--- src/design/r30rbg_pkg.sv ---
// ----------------------------------------------------------------------------
// r30rbg_pkg
// Shared constants and types for the Rule 30 ring block generator.
// ----------------------------------------------------------------------------
package r30rbg_pkg;

  // Cells in the ring (8 to 128).
  localparam int CELL_COUNT = 128;
  // Cell number CELL_COUNT / 2, counted from one, sits at index CENTER_IDX.
  localparam int CENTER_IDX = CELL_COUNT / 2 - 1;

  // Seed as carried by the input transaction: cell 1 in the top bit.
  localparam int SEED_W = 128;
  localparam int HALF_W = 64;

  // Generations per block and the width of the generation counter.
  localparam int BLOCK_GENS = 128;
  localparam int GEN_W = $clog2(BLOCK_GENS);

  // Zero detection runs over groups of cells, one register per group.
  localparam int GROUP_SIZE  = 8;
  localparam int GROUP_COUNT = (CELL_COUNT + GROUP_SIZE - 1) / GROUP_SIZE;

  // Input operation codes.
  localparam logic OP_LOAD     = 1'b0;
  localparam logic OP_GENERATE = 1'b1;

  // Controls from the sequencer to the cell row.
  typedef struct packed {
    logic load;   // take the seed into every cell
    logic check;  // set the center cell when the ring is all zero
    logic step;   // advance one generation
  } ring_ctrl_t;

endpackage

--- src/design/r30rbg_if.sv ---
// ----------------------------------------------------------------------------
// r30rbg_if
// Valid/ready channels for the seed/command input and the block output.
// ----------------------------------------------------------------------------
interface r30rbg_in_if;
  logic        valid;
  logic        ready;
  logic        operation;
  logic [63:0] seed_upper;
  logic [63:0] seed_lower;

  modport source (output valid, output operation, output seed_upper,
                  output seed_lower, input ready);
  modport sink   (input valid, input operation, input seed_upper,
                  input seed_lower, output ready);
endinterface

interface r30rbg_out_if;
  logic        valid;
  logic        ready;
  logic [63:0] block_upper;
  logic [63:0] block_lower;

  modport source (output valid, output block_upper, output block_lower,
                  input ready);
  modport sink   (input valid, input block_upper, input block_lower,
                  output ready);
endinterface

--- src/design/r30rbg_cell.sv ---
// ----------------------------------------------------------------------------
// r30rbg_cell
// One Rule 30 cell: holds its bit and computes the next one from neighbors.
// ----------------------------------------------------------------------------
module r30rbg_cell (
  input  logic clk,
  input  logic rst,
  input  logic left,      // cell k-1
  input  logic right,     // cell k+1
  input  logic load_en,
  input  logic load_bit,
  input  logic set_en,
  input  logic step_en,
  output logic q,
  output logic nxt
);

  // Rule 30: right XOR (self OR left).
  assign nxt = right ^ (q | left);

  always_ff @(posedge clk) begin
    if (rst) begin
      q <= 1'b0;
    end else if (load_en) begin
      q <= load_bit;
    end else if (set_en) begin
      q <= 1'b1;
    end else if (step_en) begin
      q <= nxt;
    end
  end

endmodule

--- src/design/r30rbg_ring.sv ---
// ----------------------------------------------------------------------------
// r30rbg_ring
// Circular row of Rule 30 cells with a registered all-zero detector.
// ----------------------------------------------------------------------------
module r30rbg_ring (
  input  logic                            clk,
  input  logic                            rst,
  input  r30rbg_pkg::ring_ctrl_t          ctrl,
  input  logic [r30rbg_pkg::SEED_W-1:0]   seed,
  output logic                            center_next
);

  logic [r30rbg_pkg::CELL_COUNT-1:0]  cells;
  logic [r30rbg_pkg::CELL_COUNT-1:0]  cells_nxt;
  logic [r30rbg_pkg::GROUP_COUNT-1:0] grp_any;
  logic [r30rbg_pkg::GROUP_COUNT-1:0] grp_any_next;
  logic                               ring_zero;

  for (genvar k = 0; k < r30rbg_pkg::CELL_COUNT; k++) begin : g_cell
    localparam int UP   = (k + 1 == r30rbg_pkg::CELL_COUNT) ? 0 : k + 1;
    localparam int DOWN = (k == 0) ? r30rbg_pkg::CELL_COUNT - 1 : k - 1;

    r30rbg_cell u_cell (
      .clk      (clk),
      .rst      (rst),
      .left     (cells[DOWN]),
      .right    (cells[UP]),
      .load_en  (ctrl.load),
      .load_bit (seed[r30rbg_pkg::SEED_W-1-k]),
      .set_en   (ctrl.check && ring_zero && (k == r30rbg_pkg::CENTER_IDX)),
      .step_en  (ctrl.step),
      .q        (cells[k]),
      .nxt      (cells_nxt[k])
    );
  end

  // Group OR, registered every cycle; the top OR reads the registers.
  for (genvar g = 0; g < r30rbg_pkg::GROUP_COUNT; g++) begin : g_grp
    always_comb begin
      grp_any_next[g] = 1'b0;
      for (int j = 0; j < r30rbg_pkg::GROUP_SIZE; j++) begin
        if (g * r30rbg_pkg::GROUP_SIZE + j < r30rbg_pkg::CELL_COUNT) begin
          grp_any_next[g] = grp_any_next[g] | cells[g * r30rbg_pkg::GROUP_SIZE + j];
        end
      end
    end
  end

  always_ff @(posedge clk) begin
    grp_any <= grp_any_next;
  end

  assign ring_zero   = ~|grp_any;
  assign center_next = cells_nxt[r30rbg_pkg::CENTER_IDX];

endmodule

--- src/design/rule30_ring_block_generator_core.sv ---
// A load transaction takes effect at its accept edge and returns nothing.
// A generate transaction runs a zero check, then 128 generations at one per cycle in
// the cell row, then moves its block into the output register, which raises it. The
// next transaction is taken only after that move; a stalled output holds the run in
// its last step.
// Reset (rst, synchronous): ring cleared to zero, sequencer idle, no output pending.
// ----------------------------------------------------------------------------
// rule30_ring_block_generator_core
// Rule 30 ring generator: loads a seed, emits 128-bit center-column blocks.
// ----------------------------------------------------------------------------
module rule30_ring_block_generator_core (
  input  logic           clk,
  input  logic           rst,
  r30rbg_in_if.sink      in_ch,
  r30rbg_out_if.source   out_ch
);

  // Sequencer states, one-hot.
  typedef enum logic [3:0] {
    ST_IDLE  = 4'b0001,  // wait for a transaction
    ST_CHECK = 4'b0010,  // seed the center cell if the ring is all zero
    ST_RUN   = 4'b0100,  // one generation per cycle
    ST_FIN   = 4'b1000   // hand the block to the output register
  } state_t;

  state_t                              state;
  state_t                              state_next;
  logic [r30rbg_pkg::GEN_W-1:0]        gen_count;
  logic [r30rbg_pkg::BLOCK_GENS-1:0]   center_bits;
  logic [r30rbg_pkg::BLOCK_GENS-1:0]   out_block;
  logic                                out_valid;
  logic                                in_fire;
  logic                                fin_load;
  logic                                last_gen;
  logic                                center_next;
  r30rbg_pkg::ring_ctrl_t              ctrl;

  // Accept only in idle; a load finishes at its accept edge, so a pending
  // output does not block it.
  assign in_ch.ready = (state == ST_IDLE) && !rst;
  assign in_fire     = in_ch.valid && in_ch.ready;

  assign last_gen = (gen_count == r30rbg_pkg::GEN_W'(r30rbg_pkg::BLOCK_GENS - 1));
  // Move the finished block out once the output register is free.
  assign fin_load = (state == ST_FIN) && (!out_valid || out_ch.ready);

  // Drive the cell row.
  always_comb begin
    ctrl.load  = in_fire && (in_ch.operation == r30rbg_pkg::OP_LOAD);
    ctrl.check = (state == ST_CHECK);
    ctrl.step  = (state == ST_RUN);
  end

  r30rbg_ring u_ring (
    .clk         (clk),
    .rst         (rst),
    .ctrl        (ctrl),
    .seed        ({in_ch.seed_upper, in_ch.seed_lower}),
    .center_next (center_next)
  );

  // Sequencer.
  always_comb begin
    state_next = state;
    case (state)
      ST_IDLE: begin
        if (in_fire && (in_ch.operation == r30rbg_pkg::OP_GENERATE)) begin
          state_next = ST_CHECK;
        end
      end
      ST_CHECK: begin
        state_next = ST_RUN;
      end
      ST_RUN: begin
        if (last_gen) begin
          state_next = ST_FIN;
        end
      end
      ST_FIN: begin
        if (fin_load) begin
          state_next = ST_IDLE;
        end
      end
      default: begin
        state_next = ST_IDLE;
      end
    endcase
  end

  always_ff @(posedge clk) begin
    if (rst) begin
      state     <= ST_IDLE;
      gen_count <= '0;
    end else begin
      state <= state_next;
      // Count generations; wraps back to zero after the last one.
      if (state == ST_RUN) begin
        gen_count <= gen_count + 1'b1;
      end
    end
  end

  // Shift in the center cell after each generation; generation 1 ends on top.
  always_ff @(posedge clk) begin
    if (state == ST_RUN) begin
      center_bits <= {center_bits[r30rbg_pkg::BLOCK_GENS-2:0], center_next};
    end
  end

  // Output register: holds the block until the sink takes it.
  always_ff @(posedge clk) begin
    if (rst) begin
      out_valid <= 1'b0;
    end else if (fin_load) begin
      out_valid <= 1'b1;
    end else if (out_ch.ready) begin
      out_valid <= 1'b0;
    end
  end

  always_ff @(posedge clk) begin
    if (fin_load) begin
      out_block <= center_bits;
    end
  end

  assign out_ch.valid       = out_valid;
  assign out_ch.block_upper = out_block[r30rbg_pkg::BLOCK_GENS-1:r30rbg_pkg::HALF_W];
  assign out_ch.block_lower = out_block[r30rbg_pkg::HALF_W-1:0];

endmodule

--- src/flat_wrapper.sv ---
// flat-port wrapper written by rule: the top's interface ports become plain ports
module rule30_ring_block_generator_core_flat 
  (clk, rst, in_ch_valid, in_ch_operation, in_ch_seed_upper, in_ch_seed_lower, in_ch_ready, out_ch_valid, out_ch_block_upper, out_ch_block_lower, out_ch_ready);
  r30rbg_in_if in_ch_i ();
  r30rbg_out_if out_ch_i ();
  input  logic clk;
  input  logic rst;
  input wire logic [$bits(in_ch_i.valid)-1:0] in_ch_valid;
  input wire logic [$bits(in_ch_i.operation)-1:0] in_ch_operation;
  input wire logic [$bits(in_ch_i.seed_upper)-1:0] in_ch_seed_upper;
  input wire logic [$bits(in_ch_i.seed_lower)-1:0] in_ch_seed_lower;
  output wire logic [$bits(in_ch_i.ready)-1:0] in_ch_ready;
  output wire logic [$bits(out_ch_i.valid)-1:0] out_ch_valid;
  output wire logic [$bits(out_ch_i.block_upper)-1:0] out_ch_block_upper;
  output wire logic [$bits(out_ch_i.block_lower)-1:0] out_ch_block_lower;
  input wire logic [$bits(out_ch_i.ready)-1:0] out_ch_ready;
  assign in_ch_i.valid = in_ch_valid;
  assign in_ch_i.operation = in_ch_operation;
  assign in_ch_i.seed_upper = in_ch_seed_upper;
  assign in_ch_i.seed_lower = in_ch_seed_lower;
  assign in_ch_ready = in_ch_i.ready;
  assign out_ch_valid = out_ch_i.valid;
  assign out_ch_block_upper = out_ch_i.block_upper;
  assign out_ch_block_lower = out_ch_i.block_lower;
  assign out_ch_i.ready = out_ch_ready;
  rule30_ring_block_generator_core u_core (.clk(clk), .rst(rst), .in_ch(in_ch_i), .out_ch(out_ch_i));
endmodule
--- config.mk ---
export PLATFORM = sky130hd
export DESIGN_NAME = rule30_ring_block_generator_core_flat
export DESIGN_NICKNAME = d
export VERILOG_FILES = /design/src/design/r30rbg_pkg.sv /design/src/design/r30rbg_if.sv /design/src/design/r30rbg_cell.sv /design/src/design/r30rbg_ring.sv /design/src/design/rule30_ring_block_generator_core.sv /design/src/flat_wrapper.sv
export SDC_FILE = /design/constraint.sdc
export NUM_CORES = 1
export LEC_CHECK = 0
export BUFFER_PORTS_ARGS = -buffer_cell sky130_fd_sc_hd__buf_2
export CAP_MARGIN = 20
export CORE_MARGIN = 8
export CORE_UTILIZATION = 30
export CTS_BUF_LIST = sky130_fd_sc_hd__clkbuf_8
export DETAILED_ROUTE_END_ITERATION = 6
export GPL_TIMING_DRIVEN = 0
export PLACE_DENSITY_LB_ADDON = 0.12
export SETUP_SLACK_MARGIN = 0.1
export SLEW_MARGIN = 20
export SYNTH_ARGS = -nofsm -noshare
export SYNTH_HDL_FRONTEND = slang
export SYNTH_HIERARCHICAL = 1
export SYNTH_SLANG_ARGS = --single-unit
--- constraint.sdc ---
create_clock -name clk -period 10.1 [get_ports clk]
set_clock_uncertainty 0.05 [all_clocks]
set_input_delay 1.01 -clock clk [delete_from_list [all_inputs] [get_ports clk]]
set_output_delay 1.01 -clock clk [all_outputs]
set_load 0.005 [all_outputs]
==> results of run 1 <==
state kept, by name, summed over array words and instances (netlist names):
| signal | count |
|---|---|
| u_core/out_ch.valid | 1 |
| u_core/out_block | 128 |
| u_core/center_bits | 128 |
| u_core/state | 4 |
| u_core/u_ring/grp_any | 16 |
| u_core/gen_count | 7 |
| u_core/u_ring/g_cell.u_cell/q | 128 |
power by group through the flow:
stage	registers, W	clock network (W)	logic, W
floorplan	0.00192	0	0.000308
global route	0.00191	0.00161	0.000434
finish	0.00190	0.00145	0.000386
global placement	0.00194	0	0.000396
detailed placement	0.00194	0	0.000389
CTS	0.00190	0.00154	0.000392
metrics by stage:
step / hold WS, ns / instance area (um^2)
detailed placement: 0.368 / 21400
CTS: 0.373 / 22800
global route: 0.375 / 22800
global placement: 0.353 / 20900
floorplan: 0.350 / 18700
finish: 0.368 / 22800
logic make-up (layout without fill, tap and decap cells):
family                     Yosys count  in the layout  synth area share [%]
DFF                                412            412                  59.4
AOI/OAI and AO/OA                  275            275                  16.4
other                                1            132                0.0206
and+or+nand+nor                    591            591                  15.0
adders and majority gates            1              1                0.0688
xor gates and xnor gates           130            130                  6.26
buffers and inverters              134            549                  2.79
worst min path at each step:
stage          depth (start not counted)  slack [ns]               endpoint
2_1_floorplan                          0        0.35  u_core/out_block[127]
3_3_place_gp                           0        0.35  u_core/out_block[127]
3_5_place_dp                           0        0.37  u_core/out_block[127]
6_report                               0        0.37  u_core/out_block[127]
4_1_cts                                0        0.37  u_core/out_block[127]
5_1_grt                                0        0.37  u_core/out_block[127]
final cells by class:
class / instances / area share (%)
multi-input combinational: 1124 / 32.3
timing repair buffer: 278 / 7.54
antenna: 5 / 0.0550
sequential: 412 / 47.5
tap: 782 / 4.30
clock buffer: 81 / 4.90
clock inverter: 56 / 1.16
buffer: 2 / 0.0495
inverter: 132 / 2.21
cell usage in the layout, fill, tap and decap left out, types with 3 or more instances in the layout:
master,Yosys,layout
dfxtp_1,156,156
nor4_2,3,3
clkbuf_8,0,81
inv_1,132,160
nor4_1,32,32
buf_12,0,6
or3_1,3,3
conb_1,1,127
clkinv_1,0,12
diode_2,0,5
nor2_1,259,259
nand2_1,149,149
clkinv_2,0,8
buf_2,0,261
o21ai_0,6,6
edfxtp_1,256,256
buf_16,0,10
nor2_2,128,128
xnor2_1,129,129
a21oi_1,9,9
clkinvlp_4,0,3
o21a_1,129,129
inv_8,0,3
a221oi_2,128,128
layer usage:
layer	vias up	wire length, um	GRT usage (%)
met5	-	70	0
met4	10	866	4.27
met3	77	2710	4.16
met2	241	19800	19.9
met1	5894	19300	14.9
li1	6331	-	-
worst reg2reg max path: cells and delay by family, from the launching register on:
| kind | cells | cell delay (ns) |
|---|---|---|
| and+or+nand+nor | 4 | 1.34 |
| buffers and inverters | 3 | 0.84 |
| DFF | 1 | 0.41 |
| AOI/OAI and AO/OA | 2 | 0.40 |
==> flow_summary.ini, run 1 <==
[detailed_routing]
drt_wl_total_mm = 42.7
drt-pass1-iter-count = 4
wire_per_inst_um = 14.9
vias = 12553
antenna_left = 0
post-route-drc-count = 0
vias_per_cell = 4.37
drt_iter0_markers = 547

[die]
ioPinCount = 263
coreArea_um2 = 60100
start_util_pct = 30.2
dieArea_um2 = 68800
die_x_um = 262
dieHeight_um = 262
rows = 90

[hold_path]
min_from = u_core/center_bits[127]
hp-class = flop to flop

[power]
power_density_nw_per_um2 = 164
power.share.combinational_pct = 10.3
p_seq_share_pct = 50.8
power.switching_w = 0.000973
power.share.switching_pct = 26.1
clkPwrFrac_pct = 38.8
peakVddDrop_uv = 60.5
p_leak_nw = 7.87
power_w = 0.00374
intPower_w = 0.00276

[setup_path]
critPathArrivalTime_ns = 3.61
crit_path_max_fanout = 43
crit_required_ns = 10.60
critPathCapture = u_core/u_ring/g_cell[0].u_cell/q
startpoint = u_core/state[0]
start_kind = flop
cpMaxStageDelayCell = and3b_4
critPathCaptureType = flop
r2r_slack_ns = 7.00
r2r_cells = 9
path_cells = nor4b_1, nor2b_1, and3b_4, buf_16, buf_12, buf_12, nor2_1, a221oi_2, o21a_1
path_buf_inv = 3
path_class = flop to flop
slowest_delay_ns = 0.59
crit_family = simple AND/OR/NAND/NOR gates
r2r-end = u_core/u_ring/g_cell[0].u_cell/q
crit_top_cell = buf_12
rr_startpoint = u_core/state[0]
path_depth = 9

[sta]
setup_viol = 0
rsz0062_at_grt = no
fmax_mhz = 322
setup_slack_ns = 7.00
hold_viol_final = 0
post-route-period-util_pct = 30.7
max_slew_margin_pct = 60.9
maxSlewViolCount = 0
worstMarginPinSlew_ns = 0.587
final.min_clock_period_ns = 3.10
fin_tns_setup_ns = 0

[synth]
synth_cell_types = 33
yosysWarnings = 6
yosysTopAreaCellShare_pct = 42.3
postSynthCellCount = 1544
yosysTopAreaCell = edfxtp_1
synthArstFlopShare_pct = 0
ys_seq_area_share_pct = 59.4
synthMostInstantiatedCell = nor2_1
synth_edf_count = 256
yosys-top-cells-area = edfxtp_1 (42%), dfxtp_1 (17%), a221oi_2 (11%)
netlist_area_um2 = 18200
synthFlopType = edfxtp_1
synth.ff_latch_count = 412
avgSynthCellArea_um2 = 11.8
yosys-top-cells-count = nor2_1 (259), edfxtp_1 (256), dfxtp_1 (156), nand2_1 (149), inv_1 (132)

[cts]
cts_root_buffer = clkbuf_8
ctsHoldBuffers = 0
numCtsBuffers = 76
clkSlewWorstSetupHoldPaths_ns = 0.06
clkLatencyLatePin_ns = 0.62
ctsResizeCount = 0
cts_tree = yes
htreeDepth = 3
cts_setup_buffers = 0
cts.sinks = 412
cts_buffer_depth = 3

[finish]
fillers = 6017
areaGrowthSynthToFinish_pct = 25.2
regArea_um2 = 10800
final_util_pct = 37.9
drive_gt1_share_pct = 30.7
fin_nets = 2160
multi_input_area_um2 = 7350
instances_no_fill = 2872

[run_status]
outcome = finished, final reports clean

[global_routing]
antenna_found_initial = 11
grt_max_degree = 139
grt-ovfl-total = 0
grt_pass1_wl_mm = 69.6
grt.total_usage_pct = 12.2
grt_pass1_vias = 13125

[placed_design]
io_buffers = 262
dp_hpwl_mm = 28.9
post-place-ws_ns = 6.55
gp_congestion = 0.694
dp_cells = 2730

[job]
drv_cap = 0
No activity file was read; power rests on OpenSTA's default activity.
==> inputs of run 2 (changes only) <==
--- a/config.mk
+++ b/config.mk
@@ -5,6 +5,7 @@
 export SDC_FILE = /design/constraint.sdc
 export NUM_CORES = 1
 export LEC_CHECK = 0
+export ABC_AREA = 1
 export BUFFER_PORTS_ARGS = -buffer_cell sky130_fd_sc_hd__buf_2
 export CAP_MARGIN = 20
 export CORE_MARGIN = 8
==> constraint.sdc (replaced) <==
create_clock -name clk -period 3.1 [get_ports clk]
set_clock_uncertainty 0.05 [all_clocks]
set_input_delay 0.31 -clock clk [delete_from_list [all_inputs] [get_ports clk]]
set_output_delay 0.31 -clock clk [all_outputs]
set_load 0.005 [all_outputs]
==> run 2 against run 1 <==
Compared with the run above:
- critical path depth rose by 2
- sequential power increased to 3.3 times the previous value
- count of clock-buffer cells in the layout increased by 3
- power grew to 3.4 times the previous value
- clock power increased to 3.4 times the previous value
- utilization grew 2.2 points
- flip-flop and latch count is the same
- cell area grew 13%
- largest cell class unchanged
- largest power group unchanged
==> flow_summary.ini, run 2 <==
[run_status]
outcome = finished, final reports clean

[finish]
drive_gt1_share_pct = 28.1
final_cell_area_um2 = 25700
final_common_cell = inv_1
fillers = 6374
final_util_pct = 40.0
areaGrowthSynthToFinish_pct = 32.3
layout_common_cells = inv_1 (426), nor2_1 (346), buf_2 (261), nand2_2 (257), edfxtp_1 (256)
fin_nets = 2884
largest_registers = u_core/center_bits: 128 flops, u_core/out_block: 128 flops, u_core/u_ring/g_cell.u_cell/q: 128 flops

[setup_path]
crit_required_ns = 3.55
start_kind = flop
critPathArrivalTime_ns = 3.11
r2r-end = u_core/u_ring/g_cell[30].u_cell/q
critPathCaptureType = flop
path_class = flop to flop
crit_path_max_fanout = 32
r2r_slack_ns = 0.45
slowest_delay_ns = 0.58
cpMaxStageDelayCell = nor2_4
path_cells = nor2_1, nand2_1, nor2_1, nand2_1, nor2_4, buf_12, buf_16, buf_12, inv_1, o21bai_1, a21oi_2
rr_startpoint = u_core/state[2]
r2r_cells = 11

[global_routing]
grt_max_degree = 89
grt_pass1_wl_mm = 77.4
grt.total_usage_pct = 12.6
antenna_found_initial = 3
grt_pass1_vias = 14885
grt-ovfl-total = 0

[placed_design]
dp_hpwl_mm = 31.2
gp_congestion = 0.701
io_buffers = 262
placed_area_um2 = 22900
post-place-ws_ns = 0.187

[cts]
cts_tree = yes
cts_root_buffer = clkbuf_8
clkSlewWorstSetupHoldPaths_ns = 0.06
cts.sinks = 412
clkLatencyLatePin_ns = 0.64
htreeDepth = 3
numCtsBuffers = 75
cts_buffer_depth = 3

[power]
p_leak_nw = 10.4
power_density_nw_per_um2 = 491
peakVddDrop_uv = 225

[die]
dieArea_um2 = 73200
dieHeight_um = 271
rows = 93
start_util_pct = 30.3
die_x_um = 271
ioPinCount = 263
coreArea_um2 = 64200

[synth]
synth.ff_latch_count = 412
yosysWarnings = 6
synthMostInstantiatedCell = inv_1
synth_edf_count = 256
avgSynthCellArea_um2 = 9.15
synthArstFlopShare_pct = 0
synth_cell_types = 21
yosysTopAreaCellShare_pct = 39.5
yosysTopAreaCell = edfxtp_1
yosys-top-cells-area = edfxtp_1 (40%), dfxtp_1 (16%), nand2_2 (8.3%)
ys_seq_area_share_pct = 55.6
synthFlopType = edfxtp_1
netlist_area_um2 = 19400
postSynthCellCount = 2124
yosys-top-cells-count = inv_1 (398), nor2_1 (348), nand2_2 (257), edfxtp_1 (256), dfxtp_1 (156)

[sta]
hold_slack_ns = 0.381
setup_viol = 0
worstMarginPinSlew_ns = 0.725
fmax_mhz = 377
final.min_clock_period_ns = 2.65
hold_viol_final = 0
maxSlewViolCount = 0
max_slew_margin_pct = 51.6
post-route-period-util_pct = 85.6
setup_slack_ns = 0.447
rsz0062_at_grt = no

[job]
drv_cap = 0

[detailed_routing]
antenna_left = 0
drt_iter0_markers = 657
drt-pass1-iter-count = 5
vias = 15076
wire_per_inst_um = 12.8
vias_per_cell = 4.11
drt_wl_total_mm = 46.9
post-route-drc-count = 0

[hold_path]
hp-class = flop to flop
hold_end = u_core/out_block[127]
hold_depth = 0
min_from = u_core/center_bits[127]
==> run 2: cell count changes after synthesis, moves of 129 or more <==
cell / change
nand2_2: +257
o21bai_1: +129
o21a_1: -129
inv_1: +266
xnor2_1: -129
o21ai_1: +130
==> run 2: how the worst max path moves through the flow <==
stage	start	end	slack, ns	cells past startpoint
2_1_floorplan	u_core/state[3]	u_core/u_ring/g_cell[0].u_cell/q	-1.42	6
3_3_place_gp	rst	u_core/u_ring/g_cell[65].u_cell/q	-4.11	7
3_5_place_dp	u_core/state[1]	u_core/u_ring/g_cell[91].u_cell/q	0.19	11
4_1_cts	u_core/state[1]	u_core/u_ring/g_cell[91].u_cell/q	0.20	11
5_1_grt	u_core/state[0]	u_core/u_ring/g_cell[30].u_cell/q	0.19	12
6_report	u_core/state[2]	u_core/u_ring/g_cell[30].u_cell/q	0.45	11
==> run 2: cell type report <==
class                      instances  area [um^2]  share of cell area (%)
clock inverter                    52          297                    1.15
multi-input combinational       1437         7630                    29.7
inverter                         402         1510                    5.87
sequential                       412        10800                    42.0
timing repair buffer             422         3240                    12.6
tap                              855         1070                    4.16
antenna                            1         2.50                 0.00973
clock buffer                      84         1160                    4.50
==> run 2: worst max-delay path, delay by kind of cell, from the launching register on <==
| family | cells | cell delay (ns) |
|---|---|---|
| buf+inv | 4 | 0.71 |
| flops | 1 | 0.35 |
| compound gates | 2 | 0.24 |
| simple gates | 5 | 1.12 |
==> run 2: timing repair <==
item                                   4_1_cts  5_1_grt
gates resized for setup                      0        0
setup endpoints to repair                    0        2
buffers inserted                             0        1
hold buffers                               134        0
endpoints found under the hold margin      134        0
==> run 2: per-layer routing <==
layer  vias up  track usage (%)  share of wire, %
li1       8043                -                 -
met1      6685             16.3                48
met2       267             20.3                45
met3        77             3.66               5.0
met4         4             3.83               2.2
met5         -                0             0.047
==> run 2: through the flow <==
stage                     setup TNS [ns]  instances  total power [W]
final                                  0       3665           0.0126
after global routing                   0       3664           0.0134
after CTS                              0       3662           0.0129
after detailed placement               0       3392          0.00762
after global placement          -1009.67       3367          0.00759
after floorplan                  -335.44       2250          0.00727
==> run 2: power breakdown <==
| part | switching [W] | internal [W] | leakage (nW) | total, W |
|---|---|---|---|---|
| clock network | 0.00238 | 0.00261 | 0.856 | 0.00499 |
| registers | 0.000299 | 0.00592 | 3.60 | 0.00621 |
| logic | 0.000734 | 0.000682 | 5.93 | 0.00142 |
==> run 2: cells by family (layout without fill, tap and decap cells) <==
| kind of cell | count (synthesis) | in the layout | share of synthesized area, % |
|---|---|---|---|
| compound gates | 393 | 393 | 14.3 |
| buf+inv | 402 | 960 | 7.76 |
| other cells | 1 | 128 | 0.0193 |
| fa+ha+maj | 1 | 1 | 0.0643 |
| flops | 412 | 412 | 55.6 |
| simple gates | 915 | 916 | 22.3 |
